==> src/sv/s2d_pkg.sv <==
package s2d_pkg;

  // Register map, one 32-bit word per register
  localparam int unsigned NUM_REGS       = 5;
  localparam int unsigned REG_IDX_BITS   = 3;
  localparam int unsigned APB_ADDR_BITS  = 5;
  localparam int unsigned APB_DATA_BITS  = 32;

  localparam logic [REG_IDX_BITS-1:0] REG_BATCH    = 3'd0;
  localparam logic [REG_IDX_BITS-1:0] REG_HEIGHT   = 3'd1;
  localparam logic [REG_IDX_BITS-1:0] REG_WIDTH    = 3'd2;
  localparam logic [REG_IDX_BITS-1:0] REG_CHANNELS = 3'd3;
  localparam logic [REG_IDX_BITS-1:0] REG_BLOCK    = 3'd4;

  localparam int unsigned BATCH_REG_BITS = 7;
  localparam int unsigned DIM_REG_BITS   = 13;
  localparam int unsigned BLOCK_REG_BITS = 5;

  localparam int unsigned MAX_BATCH      = 64;
  localparam int unsigned MAX_BLOCK      = 16;
  localparam int unsigned BATCH_IDX_BITS = 6;
  localparam int unsigned REM_BITS       = 4;
  localparam int unsigned SQ_BITS        = 9;
  localparam int unsigned RBASE_BITS     = 8;

  typedef struct packed {
    logic busy;
    logic clear;
  } cfg_stat_t;

endpackage

==> src/sv/s2d_cfg.sv <==
module s2d_cfg #(
  parameter int unsigned DIM_BITS = 12
) (
  input  logic                                 clk_i,
  input  logic                                 rst_ni,
  input  logic                                 psel,
  input  logic                                 penable,
  input  logic                                 pwrite,
  input  logic [s2d_pkg::APB_ADDR_BITS-1:0]    paddr,
  input  logic [s2d_pkg::APB_DATA_BITS-1:0]    pwdata,
  output logic [s2d_pkg::APB_DATA_BITS-1:0]    prdata,
  output logic                                 pready,
  output s2d_pkg::cfg_stat_t                   stat_o,
  output logic [s2d_pkg::BATCH_REG_BITS-1:0]   nb_o,
  output logic [DIM_BITS:0]                    hh_o,
  output logic [DIM_BITS:0]                    ww_o,
  output logic [DIM_BITS:0]                    cc_o,
  output logic [s2d_pkg::BLOCK_REG_BITS-1:0]   s_o,
  output logic [s2d_pkg::SQ_BITS-1:0]          ss_o,
  output logic [DIM_BITS:0]                    oh_o,
  output logic [DIM_BITS:0]                    ow_o,
  output logic [DIM_BITS+8:0]                  oc_o
);
  import s2d_pkg::*;

  localparam int unsigned DW      = DIM_BITS + 1;
  localparam int unsigned OCW     = DW + 8;
  localparam int unsigned CW      = $clog2(DW);
  localparam int unsigned DIM_MAX = 1 << DIM_BITS;

  typedef enum logic [4:0] {
    CFG_IDLE   = 5'b00001,
    CFG_LOAD   = 5'b00010,
    CFG_SQUARE = 5'b00100,
    CFG_DIV_H  = 5'b01000,
    CFG_DIV_W  = 5'b10000
  } cfg_state_e;

  function automatic logic [DW-1:0] clamp_dim(input logic [DIM_REG_BITS-1:0] v);
    logic [DW-1:0] r;
    if (v == '0) begin
      r = DW'(1);
    end else if (32'(v) > 32'(DIM_MAX)) begin
      r = DW'(DIM_MAX);
    end else begin
      r = DW'(v);
    end
    return r;
  endfunction

  logic [BATCH_REG_BITS-1:0] batch_q;
  logic [DIM_REG_BITS-1:0]   height_q, width_q, chan_q;
  logic [BLOCK_REG_BITS-1:0] block_q;

  logic [REG_IDX_BITS-1:0]   idx;
  logic                      wr_en, hit;

  cfg_state_e                state_q;
  logic [BATCH_REG_BITS-1:0] nb_q, nb_eff;
  logic [DW-1:0]             hh_q, ww_q, cc_q, oh_q, ow_q;
  logic [BLOCK_REG_BITS-1:0] s_q, s_eff;
  logic [SQ_BITS-1:0]        ss_q;
  logic [OCW-1:0]            oc_q;

  logic [DW-1:0]             dvd_q, dvd_d;
  logic [REM_BITS-1:0]       rem_q, rem_d;
  logic [CW-1:0]             cnt_q;
  logic [REM_BITS:0]         trial;
  logic                      take, div_done;

  assign idx    = paddr[APB_ADDR_BITS-1:2];
  assign wr_en  = psel && penable && pwrite;
  assign hit    = idx < REG_IDX_BITS'(NUM_REGS);
  assign pready = 1'b1;

  always_ff @(posedge clk_i or negedge rst_ni) begin
    if (!rst_ni) begin
      batch_q  <= BATCH_REG_BITS'(1);
      height_q <= DIM_REG_BITS'(1);
      width_q  <= DIM_REG_BITS'(1);
      chan_q   <= DIM_REG_BITS'(1);
      block_q  <= BLOCK_REG_BITS'(1);
    end else if (wr_en) begin
      unique case (idx)
        REG_BATCH:    batch_q  <= pwdata[BATCH_REG_BITS-1:0];
        REG_HEIGHT:   height_q <= pwdata[DIM_REG_BITS-1:0];
        REG_WIDTH:    width_q  <= pwdata[DIM_REG_BITS-1:0];
        REG_CHANNELS: chan_q   <= pwdata[DIM_REG_BITS-1:0];
        REG_BLOCK:    block_q  <= pwdata[BLOCK_REG_BITS-1:0];
        default: ;
      endcase
    end
  end

  always_comb begin
    unique case (idx)
      REG_BATCH:    prdata = APB_DATA_BITS'(batch_q);
      REG_HEIGHT:   prdata = APB_DATA_BITS'(height_q);
      REG_WIDTH:    prdata = APB_DATA_BITS'(width_q);
      REG_CHANNELS: prdata = APB_DATA_BITS'(chan_q);
      REG_BLOCK:    prdata = APB_DATA_BITS'(block_q);
      default:      prdata = '0;
    endcase
  end

  // Zero acts as one, anything above the range saturates
  always_comb begin
    if (batch_q == '0) begin
      nb_eff = BATCH_REG_BITS'(1);
    end else if (batch_q > BATCH_REG_BITS'(MAX_BATCH)) begin
      nb_eff = BATCH_REG_BITS'(MAX_BATCH);
    end else begin
      nb_eff = batch_q;
    end
    if (block_q == '0) begin
      s_eff = BLOCK_REG_BITS'(1);
    end else if (block_q > BLOCK_REG_BITS'(MAX_BLOCK)) begin
      s_eff = BLOCK_REG_BITS'(MAX_BLOCK);
    end else begin
      s_eff = block_q;
    end
  end

  // Restoring divide by S, one quotient bit per cycle
  assign trial    = {rem_q, dvd_q[DW-1]};
  assign take     = trial >= (REM_BITS+1)'(s_q);
  assign rem_d    = take ? REM_BITS'(trial - (REM_BITS+1)'(s_q)) : REM_BITS'(trial);
  assign dvd_d    = {dvd_q[DW-2:0], take};
  assign div_done = cnt_q == CW'(DW - 1);

  always_ff @(posedge clk_i or negedge rst_ni) begin
    if (!rst_ni) begin
      state_q <= CFG_IDLE;
      nb_q    <= BATCH_REG_BITS'(1);
      hh_q    <= DW'(1);
      ww_q    <= DW'(1);
      cc_q    <= DW'(1);
      s_q     <= BLOCK_REG_BITS'(1);
      ss_q    <= SQ_BITS'(1);
      oc_q    <= OCW'(1);
      oh_q    <= DW'(1);
      ow_q    <= DW'(1);
      dvd_q   <= '0;
      rem_q   <= '0;
      cnt_q   <= '0;
    end else if (wr_en && hit) begin
      state_q <= CFG_LOAD;
    end else begin
      unique case (state_q)
        CFG_IDLE: ;
        CFG_LOAD: begin
          nb_q    <= nb_eff;
          hh_q    <= clamp_dim(height_q);
          ww_q    <= clamp_dim(width_q);
          cc_q    <= clamp_dim(chan_q);
          s_q     <= s_eff;
          ss_q    <= SQ_BITS'(s_eff) * SQ_BITS'(s_eff);
          dvd_q   <= clamp_dim(height_q);
          rem_q   <= '0;
          cnt_q   <= '0;
          state_q <= CFG_SQUARE;
        end
        CFG_SQUARE: begin
          oc_q    <= OCW'(cc_q) * OCW'(ss_q);
          state_q <= CFG_DIV_H;
        end
        CFG_DIV_H: begin
          if (div_done) begin
            oh_q    <= dvd_d;
            dvd_q   <= ww_q;
            rem_q   <= '0;
            cnt_q   <= '0;
            state_q <= CFG_DIV_W;
          end else begin
            rem_q <= rem_d;
            cnt_q <= cnt_q + CW'(1);
            dvd_q <= dvd_d;
          end
        end
        CFG_DIV_W: begin
          if (div_done) begin
            ow_q    <= dvd_d;
            state_q <= CFG_IDLE;
          end else begin
            rem_q <= rem_d;
            cnt_q <= cnt_q + CW'(1);
            dvd_q <= dvd_d;
          end
        end
        default: state_q <= CFG_IDLE;
      endcase
    end
  end

  assign stat_o.busy  = state_q != CFG_IDLE;
  assign stat_o.clear = wr_en && hit;

  assign nb_o = nb_q;
  assign hh_o = hh_q;
  assign ww_o = ww_q;
  assign cc_o = cc_q;
  assign s_o  = s_q;
  assign ss_o = ss_q;
  assign oh_o = oh_q;
  assign ow_o = ow_q;
  assign oc_o = oc_q;

endmodule

==> src/sv/s2d_front.sv <==
module s2d_front #(
  parameter int unsigned DATA_BITS = 32,
  parameter int unsigned DIM_BITS  = 12
) (
  input  logic                                 clk_i,
  input  logic                                 rst_ni,
  input  s2d_pkg::cfg_stat_t                   stat_i,
  input  logic                                 push_i,
  input  logic [DATA_BITS-1:0]                 value_i,
  input  logic [s2d_pkg::BATCH_REG_BITS-1:0]   nb_i,
  input  logic [DIM_BITS:0]                    hh_i,
  input  logic [DIM_BITS:0]                    ww_i,
  input  logic [DIM_BITS:0]                    cc_i,
  input  logic [s2d_pkg::BLOCK_REG_BITS-1:0]   s_i,
  input  logic [s2d_pkg::SQ_BITS-1:0]          ss_i,
  output logic [DATA_BITS+s2d_pkg::BATCH_IDX_BITS+3*DIM_BITS+10:0] desc_o
);
  import s2d_pkg::*;

  localparam int unsigned DW  = DIM_BITS + 1;
  localparam int unsigned EW  = DW + 1;
  localparam int unsigned OCW = DW + 8;
  localparam int unsigned CBW = DIM_BITS + 8;

  logic [BATCH_IDX_BITS-1:0] bat_q;
  logic [DIM_BITS-1:0]       row_q, col_q, chn_q, rblk_q, cblk_q;
  logic [REM_BITS-1:0]       rrem_q, crem_q;
  logic [CBW-1:0]            cbase_q;
  logic [RBASE_BITS-1:0]     rbase_q;

  logic last_c, last_w, last_h, last_n, last;
  logic rwrap, cwrap, in_blk;
  logic [OCW-1:0] choff;

  assign last_c = (DW'(chn_q) + DW'(1)) >= cc_i;
  assign last_w = (DW'(col_q) + DW'(1)) >= ww_i;
  assign last_h = (DW'(row_q) + DW'(1)) >= hh_i;
  assign last_n = (BATCH_REG_BITS'(bat_q) + BATCH_REG_BITS'(1)) >= nb_i;
  assign last   = last_c && last_w && last_h && last_n;

  assign rwrap = (BLOCK_REG_BITS'(rrem_q) + BLOCK_REG_BITS'(1)) >= s_i;
  assign cwrap = (BLOCK_REG_BITS'(crem_q) + BLOCK_REG_BITS'(1)) >= s_i;

  // A row or column is covered when its whole block fits inside the image
  assign in_blk = (EW'(row_q) - EW'(rrem_q) + EW'(s_i) <= EW'(hh_i)) &&
                  (EW'(col_q) - EW'(crem_q) + EW'(s_i) <= EW'(ww_i));

  assign choff = OCW'(cbase_q) + OCW'(rbase_q) + OCW'(crem_q);

  assign desc_o = {value_i, bat_q, rblk_q, cblk_q, choff, in_blk, last};

  always_ff @(posedge clk_i or negedge rst_ni) begin
    if (!rst_ni) begin
      bat_q   <= '0;
      row_q   <= '0;
      col_q   <= '0;
      chn_q   <= '0;
      rrem_q  <= '0;
      crem_q  <= '0;
      rblk_q  <= '0;
      cblk_q  <= '0;
      cbase_q <= '0;
      rbase_q <= '0;
    end else if (stat_i.clear) begin
      bat_q   <= '0;
      row_q   <= '0;
      col_q   <= '0;
      chn_q   <= '0;
      rrem_q  <= '0;
      crem_q  <= '0;
      rblk_q  <= '0;
      cblk_q  <= '0;
      cbase_q <= '0;
      rbase_q <= '0;
    end else if (push_i) begin
      if (!last_c) begin
        chn_q   <= chn_q + DIM_BITS'(1);
        cbase_q <= cbase_q + CBW'(ss_i);
      end else begin
        chn_q   <= '0;
        cbase_q <= '0;
        if (!last_w) begin
          col_q <= col_q + DIM_BITS'(1);
          if (cwrap) begin
            crem_q <= '0;
            cblk_q <= cblk_q + DIM_BITS'(1);
          end else begin
            crem_q <= crem_q + REM_BITS'(1);
          end
        end else begin
          col_q  <= '0;
          crem_q <= '0;
          cblk_q <= '0;
          if (!last_h) begin
            row_q <= row_q + DIM_BITS'(1);
            if (rwrap) begin
              rrem_q  <= '0;
              rblk_q  <= rblk_q + DIM_BITS'(1);
              rbase_q <= '0;
            end else begin
              rrem_q  <= rrem_q + REM_BITS'(1);
              rbase_q <= rbase_q + RBASE_BITS'(s_i);
            end
          end else begin
            row_q   <= '0;
            rrem_q  <= '0;
            rblk_q  <= '0;
            rbase_q <= '0;
            bat_q   <= last_n ? '0 : bat_q + BATCH_IDX_BITS'(1);
          end
        end
      end
    end
  end

  a_wrap_after_last: assert property (@(posedge clk_i) disable iff (!rst_ni)
    push_i && last |=> (bat_q == '0 && row_q == '0 && col_q == '0 && chn_q == '0))
    else $error("counters did not wrap after the final word");

  a_rem_below_block: assert property (@(posedge clk_i) disable iff (!rst_ni)
    BLOCK_REG_BITS'(rrem_q) < s_i && BLOCK_REG_BITS'(crem_q) < s_i)
    else $error("block remainder reached block size");

endmodule

==> src/sv/s2d_fifo.sv <==
module s2d_fifo #(
  parameter int unsigned WIDTH = 8
) (
  input  logic             clk_i,
  input  logic             rst_ni,
  input  logic             push_i,
  input  logic [WIDTH-1:0] data_i,
  input  logic             pop_i,
  output logic [WIDTH-1:0] data_o,
  output logic             full_o,
  output logic             empty_o
);

  localparam int unsigned DEPTH = 2;
  localparam int unsigned PW    = $clog2(DEPTH);
  localparam int unsigned CW    = $clog2(DEPTH + 1);

  logic [WIDTH-1:0] mem_q [DEPTH];
  logic [PW-1:0]    wr_ptr_q, rd_ptr_q;
  logic [CW-1:0]    cnt_q;

  assign full_o  = cnt_q == CW'(DEPTH);
  assign empty_o = cnt_q == '0;
  assign data_o  = mem_q[rd_ptr_q];

  always_ff @(posedge clk_i) begin
    if (push_i) begin
      mem_q[wr_ptr_q] <= data_i;
    end
  end

  always_ff @(posedge clk_i or negedge rst_ni) begin
    if (!rst_ni) begin
      wr_ptr_q <= '0;
      rd_ptr_q <= '0;
      cnt_q    <= '0;
    end else begin
      if (push_i) begin
        wr_ptr_q <= wr_ptr_q + PW'(1);
      end
      if (pop_i) begin
        rd_ptr_q <= rd_ptr_q + PW'(1);
      end
      case ({push_i, pop_i})
        2'b10:   cnt_q <= cnt_q + CW'(1);
        2'b01:   cnt_q <= cnt_q - CW'(1);
        default: ;
      endcase
    end
  end

  a_no_overfill: assert property (@(posedge clk_i) disable iff (!rst_ni)
    cnt_q <= CW'(DEPTH))
    else $error("queue holds more words than its depth");

  a_no_pop_empty: assert property (@(posedge clk_i) disable iff (!rst_ni)
    pop_i |-> !empty_o)
    else $error("queue popped while empty");

endmodule

==> src/sv/s2d_back.sv <==
module s2d_back #(
  parameter int unsigned DATA_BITS = 32,
  parameter int unsigned DIM_BITS  = 12,
  parameter int unsigned ADDR_BITS = 24
) (
  input  logic                   clk_i,
  input  logic                   rst_ni,
  input  logic [DATA_BITS+s2d_pkg::BATCH_IDX_BITS+3*DIM_BITS+10:0] desc_i,
  input  logic                   empty_i,
  output logic                   pop_o,
  input  logic [DIM_BITS:0]      oh_i,
  input  logic [DIM_BITS:0]      ow_i,
  input  logic [DIM_BITS+8:0]    oc_i,
  output logic                   out_valid_o,
  input  logic                   out_ready_i,
  output logic [DATA_BITS-1:0]   out_value_o,
  output logic [ADDR_BITS-1:0]   out_address_o,
  output logic                   in_range_o,
  output logic                   last_element_o
);
  import s2d_pkg::*;

  localparam int unsigned DW  = DIM_BITS + 1;
  localparam int unsigned OCW = DW + 8;
  localparam int unsigned PW  = ADDR_BITS + OCW;

  typedef enum logic [3:0] {
    B_IDLE = 4'b0001,
    B_ROW  = 4'b0010,
    B_COL  = 4'b0100,
    B_CHAN = 4'b1000
  } back_state_e;

  logic [DATA_BITS-1:0]      d_value;
  logic [BATCH_IDX_BITS-1:0] d_bat;
  logic [DIM_BITS-1:0]       d_rblk, d_cblk;
  logic [OCW-1:0]            d_choff;
  logic                      d_inside, d_last;

  back_state_e               st_q;
  logic [DATA_BITS-1:0]      h_value_q;
  logic [BATCH_IDX_BITS-1:0] h_bat_q;
  logic [DIM_BITS-1:0]       h_rblk_q, h_cblk_q;
  logic [OCW-1:0]            h_choff_q;
  logic                      h_inside_q, h_last_q;
  logic [ADDR_BITS-1:0]      acc_q;

  logic [ADDR_BITS-1:0]      mul_a, mul_add, mul_res;
  logic [OCW-1:0]            mul_b;
  logic [PW-1:0]             prod;
  logic                      fire, load;

  logic                      out_valid_q, out_range_q, out_last_q;
  logic [DATA_BITS-1:0]      out_value_q;
  logic [ADDR_BITS-1:0]      out_addr_q;

  assign {d_value, d_bat, d_rblk, d_cblk, d_choff, d_inside, d_last} = desc_i;

  // Finish the current word only when the output stage can take it
  assign fire  = (st_q == B_CHAN) && (!out_valid_q || out_ready_i);
  assign load  = ((st_q == B_IDLE) || fire) && !empty_i;
  assign pop_o = load;

  // Shared multiply-add: ((n*oh + hb)*ow + wb)*oc + channel offset
  always_comb begin
    unique case (st_q)
      B_ROW: begin
        mul_a   = ADDR_BITS'(h_bat_q);
        mul_b   = OCW'(oh_i);
        mul_add = ADDR_BITS'(h_rblk_q);
      end
      B_COL: begin
        mul_a   = acc_q;
        mul_b   = OCW'(ow_i);
        mul_add = ADDR_BITS'(h_cblk_q);
      end
      B_CHAN: begin
        mul_a   = acc_q;
        mul_b   = oc_i;
        mul_add = ADDR_BITS'(h_choff_q);
      end
      default: begin
        mul_a   = '0;
        mul_b   = '0;
        mul_add = '0;
      end
    endcase
  end

  assign prod    = PW'(mul_a) * PW'(mul_b);
  assign mul_res = prod[ADDR_BITS-1:0] + mul_add;

  always_ff @(posedge clk_i or negedge rst_ni) begin
    if (!rst_ni) begin
      st_q <= B_IDLE;
    end else begin
      unique case (st_q)
        B_IDLE: if (load) begin
          st_q <= B_ROW;
        end
        B_ROW:  st_q <= B_COL;
        B_COL:  st_q <= B_CHAN;
        B_CHAN: if (fire) begin
          st_q <= load ? B_ROW : B_IDLE;
        end
        default: st_q <= B_IDLE;
      endcase
    end
  end

  always_ff @(posedge clk_i) begin
    if (load) begin
      h_value_q  <= d_value;
      h_bat_q    <= d_bat;
      h_rblk_q   <= d_rblk;
      h_cblk_q   <= d_cblk;
      h_choff_q  <= d_choff;
      h_inside_q <= d_inside;
      h_last_q   <= d_last;
    end
    if (st_q == B_ROW || st_q == B_COL) begin
      acc_q <= mul_res;
    end
    if (fire) begin
      out_value_q <= h_value_q;
      out_addr_q  <= h_inside_q ? mul_res : '0;
      out_range_q <= h_inside_q;
      out_last_q  <= h_last_q;
    end
  end

  always_ff @(posedge clk_i or negedge rst_ni) begin
    if (!rst_ni) begin
      out_valid_q <= 1'b0;
    end else if (fire) begin
      out_valid_q <= 1'b1;
    end else if (out_ready_i) begin
      out_valid_q <= 1'b0;
    end
  end

  assign out_valid_o    = out_valid_q;
  assign out_value_o    = out_value_q;
  assign out_address_o  = out_addr_q;
  assign in_range_o     = out_range_q;
  assign last_element_o = out_last_q;

  a_outside_zero_addr: assert property (@(posedge clk_i) disable iff (!rst_ni)
    out_valid_q && !out_range_q |-> out_addr_q == '0)
    else $error("out of range word carries a nonzero address");

endmodule

==> src/sv/space_to_depth_address_gen_core.sv <==
// An accepted input word waits in the queue, then the back end's single multiply-add unit steps
// through row, column and channel products for it before the result reaches the output register;
// the back end takes the next word from the queue only as it finishes the current one.
// After each write to a mapped register the input is held off
// while H/S and W/S are divided one bit per cycle.
// Reset: registers read 1, position counters clear, input ready at once.
module space_to_depth_address_gen_core #(
  parameter int unsigned DATA_BITS = 32,
  parameter int unsigned DIM_BITS  = 12,
  parameter int unsigned ADDR_BITS = 24
) (
  input  logic                              clk_i,
  input  logic                              rst_ni,
  input  logic                              psel,
  input  logic                              penable,
  input  logic                              pwrite,
  input  logic [s2d_pkg::APB_ADDR_BITS-1:0] paddr,
  input  logic [s2d_pkg::APB_DATA_BITS-1:0] pwdata,
  output logic [s2d_pkg::APB_DATA_BITS-1:0] prdata,
  output logic                              pready,
  input  logic                              in_valid_i,
  output logic                              in_ready_o,
  input  logic [DATA_BITS-1:0]              element_value_i,
  output logic                              out_valid_o,
  input  logic                              out_ready_i,
  output logic [DATA_BITS-1:0]              out_value_o,
  output logic [ADDR_BITS-1:0]              out_address_o,
  output logic                              in_range_o,
  output logic                              last_element_o
);
  import s2d_pkg::*;

  localparam int unsigned DESC_W = DATA_BITS + BATCH_IDX_BITS + 3 * DIM_BITS + 11;

  cfg_stat_t                 stat;
  logic [BATCH_REG_BITS-1:0] nb;
  logic [DIM_BITS:0]         hh, ww, cc, oh, ow;
  logic [BLOCK_REG_BITS-1:0] s;
  logic [SQ_BITS-1:0]        ss;
  logic [DIM_BITS+8:0]       oc;

  logic [DESC_W-1:0]         desc_in, desc_out;
  logic                      push, pop, full, empty;

  assign in_ready_o = !stat.busy && !full;
  assign push       = in_valid_i && in_ready_o;

  s2d_cfg #(
    .DIM_BITS (DIM_BITS)
  ) u_cfg (
    .clk_i   (clk_i),
    .rst_ni  (rst_ni),
    .psel    (psel),
    .penable (penable),
    .pwrite  (pwrite),
    .paddr   (paddr),
    .pwdata  (pwdata),
    .prdata  (prdata),
    .pready  (pready),
    .stat_o  (stat),
    .nb_o    (nb),
    .hh_o    (hh),
    .ww_o    (ww),
    .cc_o    (cc),
    .s_o     (s),
    .ss_o    (ss),
    .oh_o    (oh),
    .ow_o    (ow),
    .oc_o    (oc)
  );

  s2d_front #(
    .DATA_BITS (DATA_BITS),
    .DIM_BITS  (DIM_BITS)
  ) u_front (
    .clk_i   (clk_i),
    .rst_ni  (rst_ni),
    .stat_i  (stat),
    .push_i  (push),
    .value_i (element_value_i),
    .nb_i    (nb),
    .hh_i    (hh),
    .ww_i    (ww),
    .cc_i    (cc),
    .s_i     (s),
    .ss_i    (ss),
    .desc_o  (desc_in)
  );

  s2d_fifo #(
    .WIDTH (DESC_W)
  ) u_fifo (
    .clk_i   (clk_i),
    .rst_ni  (rst_ni),
    .push_i  (push),
    .data_i  (desc_in),
    .pop_i   (pop),
    .data_o  (desc_out),
    .full_o  (full),
    .empty_o (empty)
  );

  s2d_back #(
    .DATA_BITS (DATA_BITS),
    .DIM_BITS  (DIM_BITS),
    .ADDR_BITS (ADDR_BITS)
  ) u_back (
    .clk_i          (clk_i),
    .rst_ni         (rst_ni),
    .desc_i         (desc_out),
    .empty_i        (empty),
    .pop_o          (pop),
    .oh_i           (oh),
    .ow_i           (ow),
    .oc_i           (oc),
    .out_valid_o    (out_valid_o),
    .out_ready_i    (out_ready_i),
    .out_value_o    (out_value_o),
    .out_address_o  (out_address_o),
    .in_range_o     (in_range_o),
    .last_element_o (last_element_o)
  );

endmodule

==> config.mk <==
export PLATFORM = sky130hd
export DESIGN_NAME = space_to_depth_address_gen_core
export DESIGN_NICKNAME = d
export VERILOG_FILES = /design/src/sv/s2d_pkg.sv /design/src/sv/s2d_cfg.sv /design/src/sv/s2d_front.sv /design/src/sv/s2d_fifo.sv /design/src/sv/s2d_back.sv /design/src/sv/space_to_depth_address_gen_core.sv
export SDC_FILE = /design/constraint.sdc
export NUM_CORES = 2
export LEC_CHECK = 0
export ABC_CLOCK_PERIOD_IN_PS = 10520
export BUFFER_PORTS_ARGS = -buffer_cell sky130_fd_sc_hd__buf_2
export CAP_MARGIN = 25
export CORE_AREA = 2 2 381 383
export DETAILED_ROUTE_END_ITERATION = 16
export DIE_AREA = 0 0 383 385
export GPL_ROUTABILITY_DRIVEN = 0
export PLACE_DENSITY = 0.52
export SETUP_SLACK_MARGIN = 0.2
export SYNTH_ARGS = -nofsm -noshare
export SYNTH_HDL_FRONTEND = slang
export SYNTH_SLANG_ARGS = --single-unit
==> constraint.sdc <==
create_clock -name clk_i -period 10.52 [get_ports clk_i]
set_clock_uncertainty 0.1 [all_clocks]
set_input_delay 1.052 -clock clk_i [delete_from_list [all_inputs] [get_ports clk_i]]
set_output_delay 1.052 -clock clk_i [all_outputs]
set_load 0.01 [all_outputs]
# After elaboration in Yosys (flattened, before gate mapping)

Memory sizes are Yosys's and may differ from the RTL's. A register that Yosys moved wholly into a read port is not among the register bits.
Cells that the tools add are included.
Widths: inputs -> output; s select.

Bits of input ports: 76
Memories kept: 1
RAM bits: 170
Logic and storage cells: 249
Bits in registers: 377

Memory list:

| memory       | depth | bits a word | rd ports | clocked after Yosys merged registers in | wr ports | line           | RTL |
|---|---|---|---|---|---|---|---|
| u_fifo.mem_q | 2     | 85          | 1        | 1                                       | 1        | s2d_fifo.sv:18 | `logic [WIDTH-1:0] mem_q [DEPTH];` |

Equality and inequality tests: 24
$mul: 3
$lt $le $gt $ge: 15
Add/sub/neg operators: 29
Reductions and logical operators: 52
Bitwise gates (word level): 1
Muxes and demuxes: 86

Operators by type and width:

| operator              | count |
|---|---|
| $mux 12               | 23 |
| $pmux 21 s3           | 2 |
| $mux 13               | 8 |
| $mux 4                | 18 |
| $pmux 13 s5           | 1 |
| $add 12x1->12 const B | 5 |
| $mux 20               | 3 |
| $mux 8                | 6 |
| $pmux 24 s2           | 1 |
| $add 12x1->13 const B | 3 |
| $ge 13x13->1          | 3 |
| $gt 13x13->1 const B  | 3 |
| $logic_not 13->1      | 3 |
| $pmux 13 s3           | 1 |
| $mux 6                | 6 |
| $add 14x5->14         | 2 |
| $le 14x13->1          | 2 |
| $sub 12x4->13         | 2 |
| $mux 5                | 5 |
| $pmux 5 s5            | 1 |
| $add 24x21->24        | 1 |
| $mul 24x21->24        | 1 |
| $pmux 4 s3            | 2 |
| $add 20x8->21         | 1 |
| 55 further kinds      | 107 |

# Longest topological paths before layout

Word-level depth: 8
Mapped depth: 31
Depth with buffers taken out: 27

# By module

From an unflattened synthesis, not the netlist that was laid out.

Cells, all modules: 4099
Area, all modules: 44296.2 sq um

By module, submodules not included:

| module                          | cells each | area an instance (sq um) | times used | seq. area each (sq um) |
|---|---|---|---|---|
| s2d_back                        | 1418       | 15373.5                  | 1          | 5141.2 |
| s2d_cfg                         | 1204       | 12368.1                  | 1          | 4571.9 |
| s2d_front                       | 1194       | 10015.9                  | 1          | 2552.4 |
| s2d_fifo                        | 281        | 6522.5                   | 1          | 5205.0 |
| space_to_depth_address_gen_core | 2          | 16.3                     | 1          | 0.0 |

# Worst setup path after synthesis

OpenSTA, ideal clock, no wires.

Kind: in2reg
Start: input port out_ready_i
End: register u_fifo.cnt_q[1]
Arrival time: 11010 ps
Library setup time: 79 ps
Stages on the path: 7
Path slack: -669 ps
Path through: inv_1 -> nand2_1 -> a21oi_1 -> nor4_1 -> ha_1 -> nor2_1 -> xor2_1

Cells in the longest elaborated chain, start to end: 6
Elaborated cells between the ends (all ways): 8
Classes of those cells: eq/ne (2); mux (1); reduce/logical (5)

RTL lines:

| what                                                   | line                                  | RTL |
|---|---|---|
| start, declared                                        | space_to_depth_address_gen_core.sv:25 | `input logic out_ready_i,` |
| $logic_or 1x1->1 *                                     | s2d_back.sv:60                        | `assign fire = (st_q == B_CHAN) && (!out_valid_q \|\| out_ready_i);` |
| $logic_and 1x1->1 *                                    | s2d_back.sv:60                        |  |
| $logic_or 1x1->1 *                                     | s2d_back.sv:61                        | `assign load = ((st_q == B_IDLE) \|\| fire) && !empty_i;` |
| $logic_and 1x1->1 *                                    | s2d_back.sv:61                        |  |
| net pop                                                | space_to_depth_address_gen_core.sv:43 | `logic push, pop, full, empty;` |
| $eq 2x1->1 / $eq 2x2->1 (equally long branches)        | s2d_fifo.sv:44                        | `case ({push_i, pop_i})` |
| $pmux 2 s2 / $reduce_bool 2->1 (equally long branches) | n/a                                   |  |
| end signal, assigned                                   | s2d_fifo.sv:45                        | `2'b10: cnt_q <= cnt_q + CW'(1);` |
| end signal, assigned                                   | s2d_fifo.sv:46                        | `2'b01: cnt_q <= cnt_q - CW'(1);` |
| end, declared                                          | s2d_fifo.sv:20                        | `logic [CW-1:0] cnt_q;` |

The timed path passes the listed nets; every way through them passes the cells marked *.
A chain may end at the register's enable or synchronous reset.

# Final worst setup path

Start: register u_back.st_q[2]
End: register u_back.out_addr_q[23], in the netlist u_back.out_address_o[23] (data pin)

Cells in the longest elaborated chain, start to end: 5
Elaborated cells between the ends (all ways): 9
Classes of those cells: add/sub (1); mul (1); eq/ne (3); mux (3); reduce/logical (1)

RTL lines:

| what                                            | line            | RTL |
|---|---|---|
| start, declared                                 | s2d_back.sv:40  | `back_state_e st_q;` |
| start signal, assigned                          | s2d_back.sv:104 | `st_q <= load ? B_ROW : B_IDLE;` |
| $eq 4x3->1 / $eq 4x4->1 (equally long branches) | s2d_back.sv:66  | `unique case (st_q)` |
| $reduce_or 2->1 (no source line)                | n/a             |  |
| $pmux 24 s2                                     | s2d_back.sv:66  |  |
| $mul 24x21->24                                  | s2d_back.sv:90  | `assign prod = PW'(mul_a) * PW'(mul_b);` |
| $add 24x21->24 *                                | s2d_back.sv:91  | `assign mul_res = prod[ADDR_BITS-1:0] + mul_add;` |
| net u_back.mul_res[23]                          | s2d_back.sv:48  | `logic [ADDR_BITS-1:0] mul_a, mul_add, mul_res;` |
| end signal, assigned                            | s2d_back.sv:126 | `out_addr_q <= h_inside_q ? mul_res : '0;` |
| end, declared                                   | s2d_back.sv:55  | `logic [ADDR_BITS-1:0] out_addr_q;` |

Marked as above.

==> flow_summary.json <==
{
  "clock_sinks": 630,
  "hold_depth": 0,
  "io_buffers": 127,
  "grtUsageTotal_pct": 15.4,
  "cts_buffer_depth": 3,
  "grt_overflow_total": 0,
  "min_path_type": "reg -> reg",
  "rsz0062_at_grt": "false",
  "cp.depth": 24,
  "grt_max_degree": 143,
  "worstPathRequired_ns": 10.81,
  "vias": 28900,
  "die_area_sq_um": 147000,
  "synth_most_common_cell": "inv_1",
  "cts_tree": "done",
  "drt_drc_violations_left": 0,
  "rows": 139,
  "start_util_pct": 29.9,
  "path_cells": "xor2_1 -> and2_2 -> buf_4 -> nand2_1 -> nor2_1 -> fa_1 -> inv_1 -> fa_1 -> fa_1 -> fa_1 -> inv_1 -> fa_1 -> fa_1 -> inv_1 -> fa_1 -> inv_1 -> ha_1 -> a21o_1 -> a21oi_1 -> or4b_1 -> a41oi_1 -> a21oi_1 -> xor3_1 -> and2_1",
  "cts_buffers": 72,
  "yosys_most_used_dff": "edfxtp_1",
  "antenna_found_initial": 1,
  "grt_pass1_vias": 29300,
  "vias_per_cell": 4.77,
  "max-slew-margin-rel_pct": 30.5,
  "p_leak_nw": 20.8,
  "period_needed_ns": 9.15,
  "drt-total-wl_microns": 113000,
  "dp.cells": 5914,
  "diodes": 0,
  "synthToLayoutAreaGrowth_pct": 12.2,
  "first_pass_iters": 6,
  "tns_ns": 0,
  "wire_per_inst_microns": 18.7,
  "hpwl_microns": 84100,
  "core_sq_um": 143000,
  "stdcell_count": 6050,
  "path_class": "reg -> reg",
  "synth-seq-cells": 630,
  "clkTransAtPathRegs_ns": 0.06,
  "pwr_density_cell_nw_per_um2": 181,
  "utilization_pct": 33.6,
  "path_delay_family": "adder cells",
  "synth_area_leader_cell": "edfxtp_1",
  "cts-resized-gates": 0,
  "worstMarginPinSlew_ns": 1.04,
  "clk_latency_ns": 0.66,
  "synth.top_cell.area_share_pct": 23.6,
  "max_cap_viol_count": 0,
  "ctsHoldBuffers": 0,
  "hold_viol_final": 0,
  "fillers": 14500,
  "yosysSeqAreaShare_pct": 40.8,
  "fin_crit_sh_pct": 87.0,
  "synth-async-reset-ratio_pct": 46.5,
  "netlist_area_sq_um": 42900,
  "layout-drive-gt1-share_pct": 12.3,
  "die_height_microns": 385,
  "post_cts_buffers": 0,
  "endpoint_kind": "flip-flop",
  "avgSynthCellArea_sq_um": 10.7,
  "setup_viol": 0,
  "yosysWarnings": 0,
  "cpMostUsedCell": "fa_1",
  "synthTopCellsByArea": "edfxtp_1, dfrtp_1, fa_1, ha_1, mux2_2",
  "pre_cts_slack_ns": 1.39,
  "dr.first_iter.drc_count": 1748,
  "synth_cell_types": 79,
  "outcome": "completed",
  "htreeDepth": 3,
  "die_w_microns": 383,
  "ios": 169,
  "critPathMaxStageDelay_ns": 0.68,
  "crit_path_top_delay_cell": "and2_2",
  "worstSetupStartpointType": "flip-flop",
  "ctsRootBufferMaster": "clkbuf_16",
  "nets": 4752,
  "critPathMaxFanout": 36,
  "grt_pass1_wl_microns": 176000,
  "r2r_cells": 24,
  "arrival_ns": 9.44,
  "antenna_left": 0,
  "fmax_ghz": 0.109,
  "critPathBufInv": 5,
  "ir_drop_mv": 0.137,
  "synth_edf_count": 337,
  "slew_violations": 0,
  "setup_slack_ns": 1.37,
  "synth_commonest_cells": "inv_1, nand2_1, edfxtp_1",
  "syn_inst": 4007
}
==> worst register-to-register path, delay by kind of cell (launching register included) <==
| family | cells | cell delay [ns] |
|---|---|---|
| adder cells (fa/ha/maj) | 8 | 3.80 |
| AND/OR/NAND/NOR | 5 | 1.88 |
| buffers and inverters | 5 | 0.70 |
| AO/OA/AOI/OAI | 4 | 0.84 |
| XOR/XNOR | 2 | 0.97 |
| flip-flops | 1 | 0.61 |
==> power breakdown <==
part | total [mW] | switching (mW) | internal [mW] | leakage (nW)
Combinational | 2.44 | 1.47 | 0.970 | 13.0
Sequential | 3.69 | 0.407 | 3.29 | 6.73
Clock | 2.55 | 1.10 | 1.45 | 1.15
==> final timing paths <==
check	from	end	slack [ns]
min reg2reg	u_back.h_value_q[17]	u_back.out_value_o[17]	0.31
min in group asynchronous	rst_ni	u_front.row_q[9]	0.33
min	u_back.h_value_q[17]	u_back.out_value_o[17]	0.31
max in group asynchronous	rst_ni	u_back.st_q[1]	8.54
max	u_back.st_q[2]	u_back.out_address_o[23]	1.37
max reg2reg	u_back.st_q[2]	u_back.out_address_o[23]	1.37
==> layout make-up <==
| cell class | instances | area [sq um] | share of cell area [%] |
|---|---|---|---|
| multi-input combinational | 2704 | 22900 | 47.6 |
| sequential | 630 | 17500 | 36.4 |
| tap | 1903 | 2380 | 4.95 |
| clock buffer | 99 | 2000 | 4.17 |
| inverter | 500 | 1880 | 3.90 |
| timing repair buffer | 179 | 1070 | 2.23 |
| clock inverter | 35 | 387 | 0.804 |
==> routing by layer <==
layer	wire length [microns]	global-route usage (%)	vias to the layer above
li1	-	-	13700
met2	53400	25.3	568
met3	4940	2.37	135
met1	52400	21.1	14500
met4	2380	3.81	0
met5	0	0	-
==> sequential cells by signal, summed over array words and instances (netlist names), 13 cells and up <==
register and count:
u_back.acc_q 24, u_back.h_choff_q 21, u_back.h_value_q 32, u_back.out_address_o 24, u_back.out_value_o 32, u_cfg.cc_o 13
u_cfg.chan_q 13, u_cfg.dvd_q 13, u_cfg.height_q 13, u_cfg.hh_o 13, u_cfg.oc_o 21, u_cfg.oh_o 13
u_cfg.ow_o 13, u_cfg.width_q 13, u_cfg.ww_o 13, u_fifo.mem_q 170, u_front.cbase_q 20
==> kinds of logic after synthesis <==
group / synth area share, %
and+or+nand+nor: 12.6
buffers and inverters: 6.32
DFF: 40.8
adders and majority gates: 22.6
AOI/OAI and AO/OA: 8.52
muxes: 5.35
xor gates and xnor gates: 3.83
other: 0.0175
==> per-stage QoR <==
step           power [mW]  hold slack [ns]  area (sq um)
3_5_place_dp         6.20            0.305         45700
3_3_place_gp         6.15            0.301         45600
2_1_floorplan        5.37            0.300         42900
6_report             8.68            0.313         48100
4_1_cts              8.80            0.309         48100
5_1_grt              9.22            0.315         48100
==> cell usage in the layout, fill, tap and decap left out, drive strengths merged, types with 14 or more instances in the layout <==
master,n
nor4,19
nand2,393
and2,105
a21o,53
nor2,251
mux2i,23
nor3,41
nor2b,41
o31ai,22
a211oi,24
inv,503
dfstp,15
a21oi,116
o21ai,168
ha,280
xnor2,113
a222oi,22
o22ai,29
xor2,64
o21a,17
clkinv,24
nand2b,25
edfxtp,337
mux2,179
or3,14
conb,24
dfrtp,278
clkbuf,100
and3,43
buf,178
a22o,29
nand3,129
nand4,28
a22oi,22
fa,309
(Power assumes the default switching activity.)
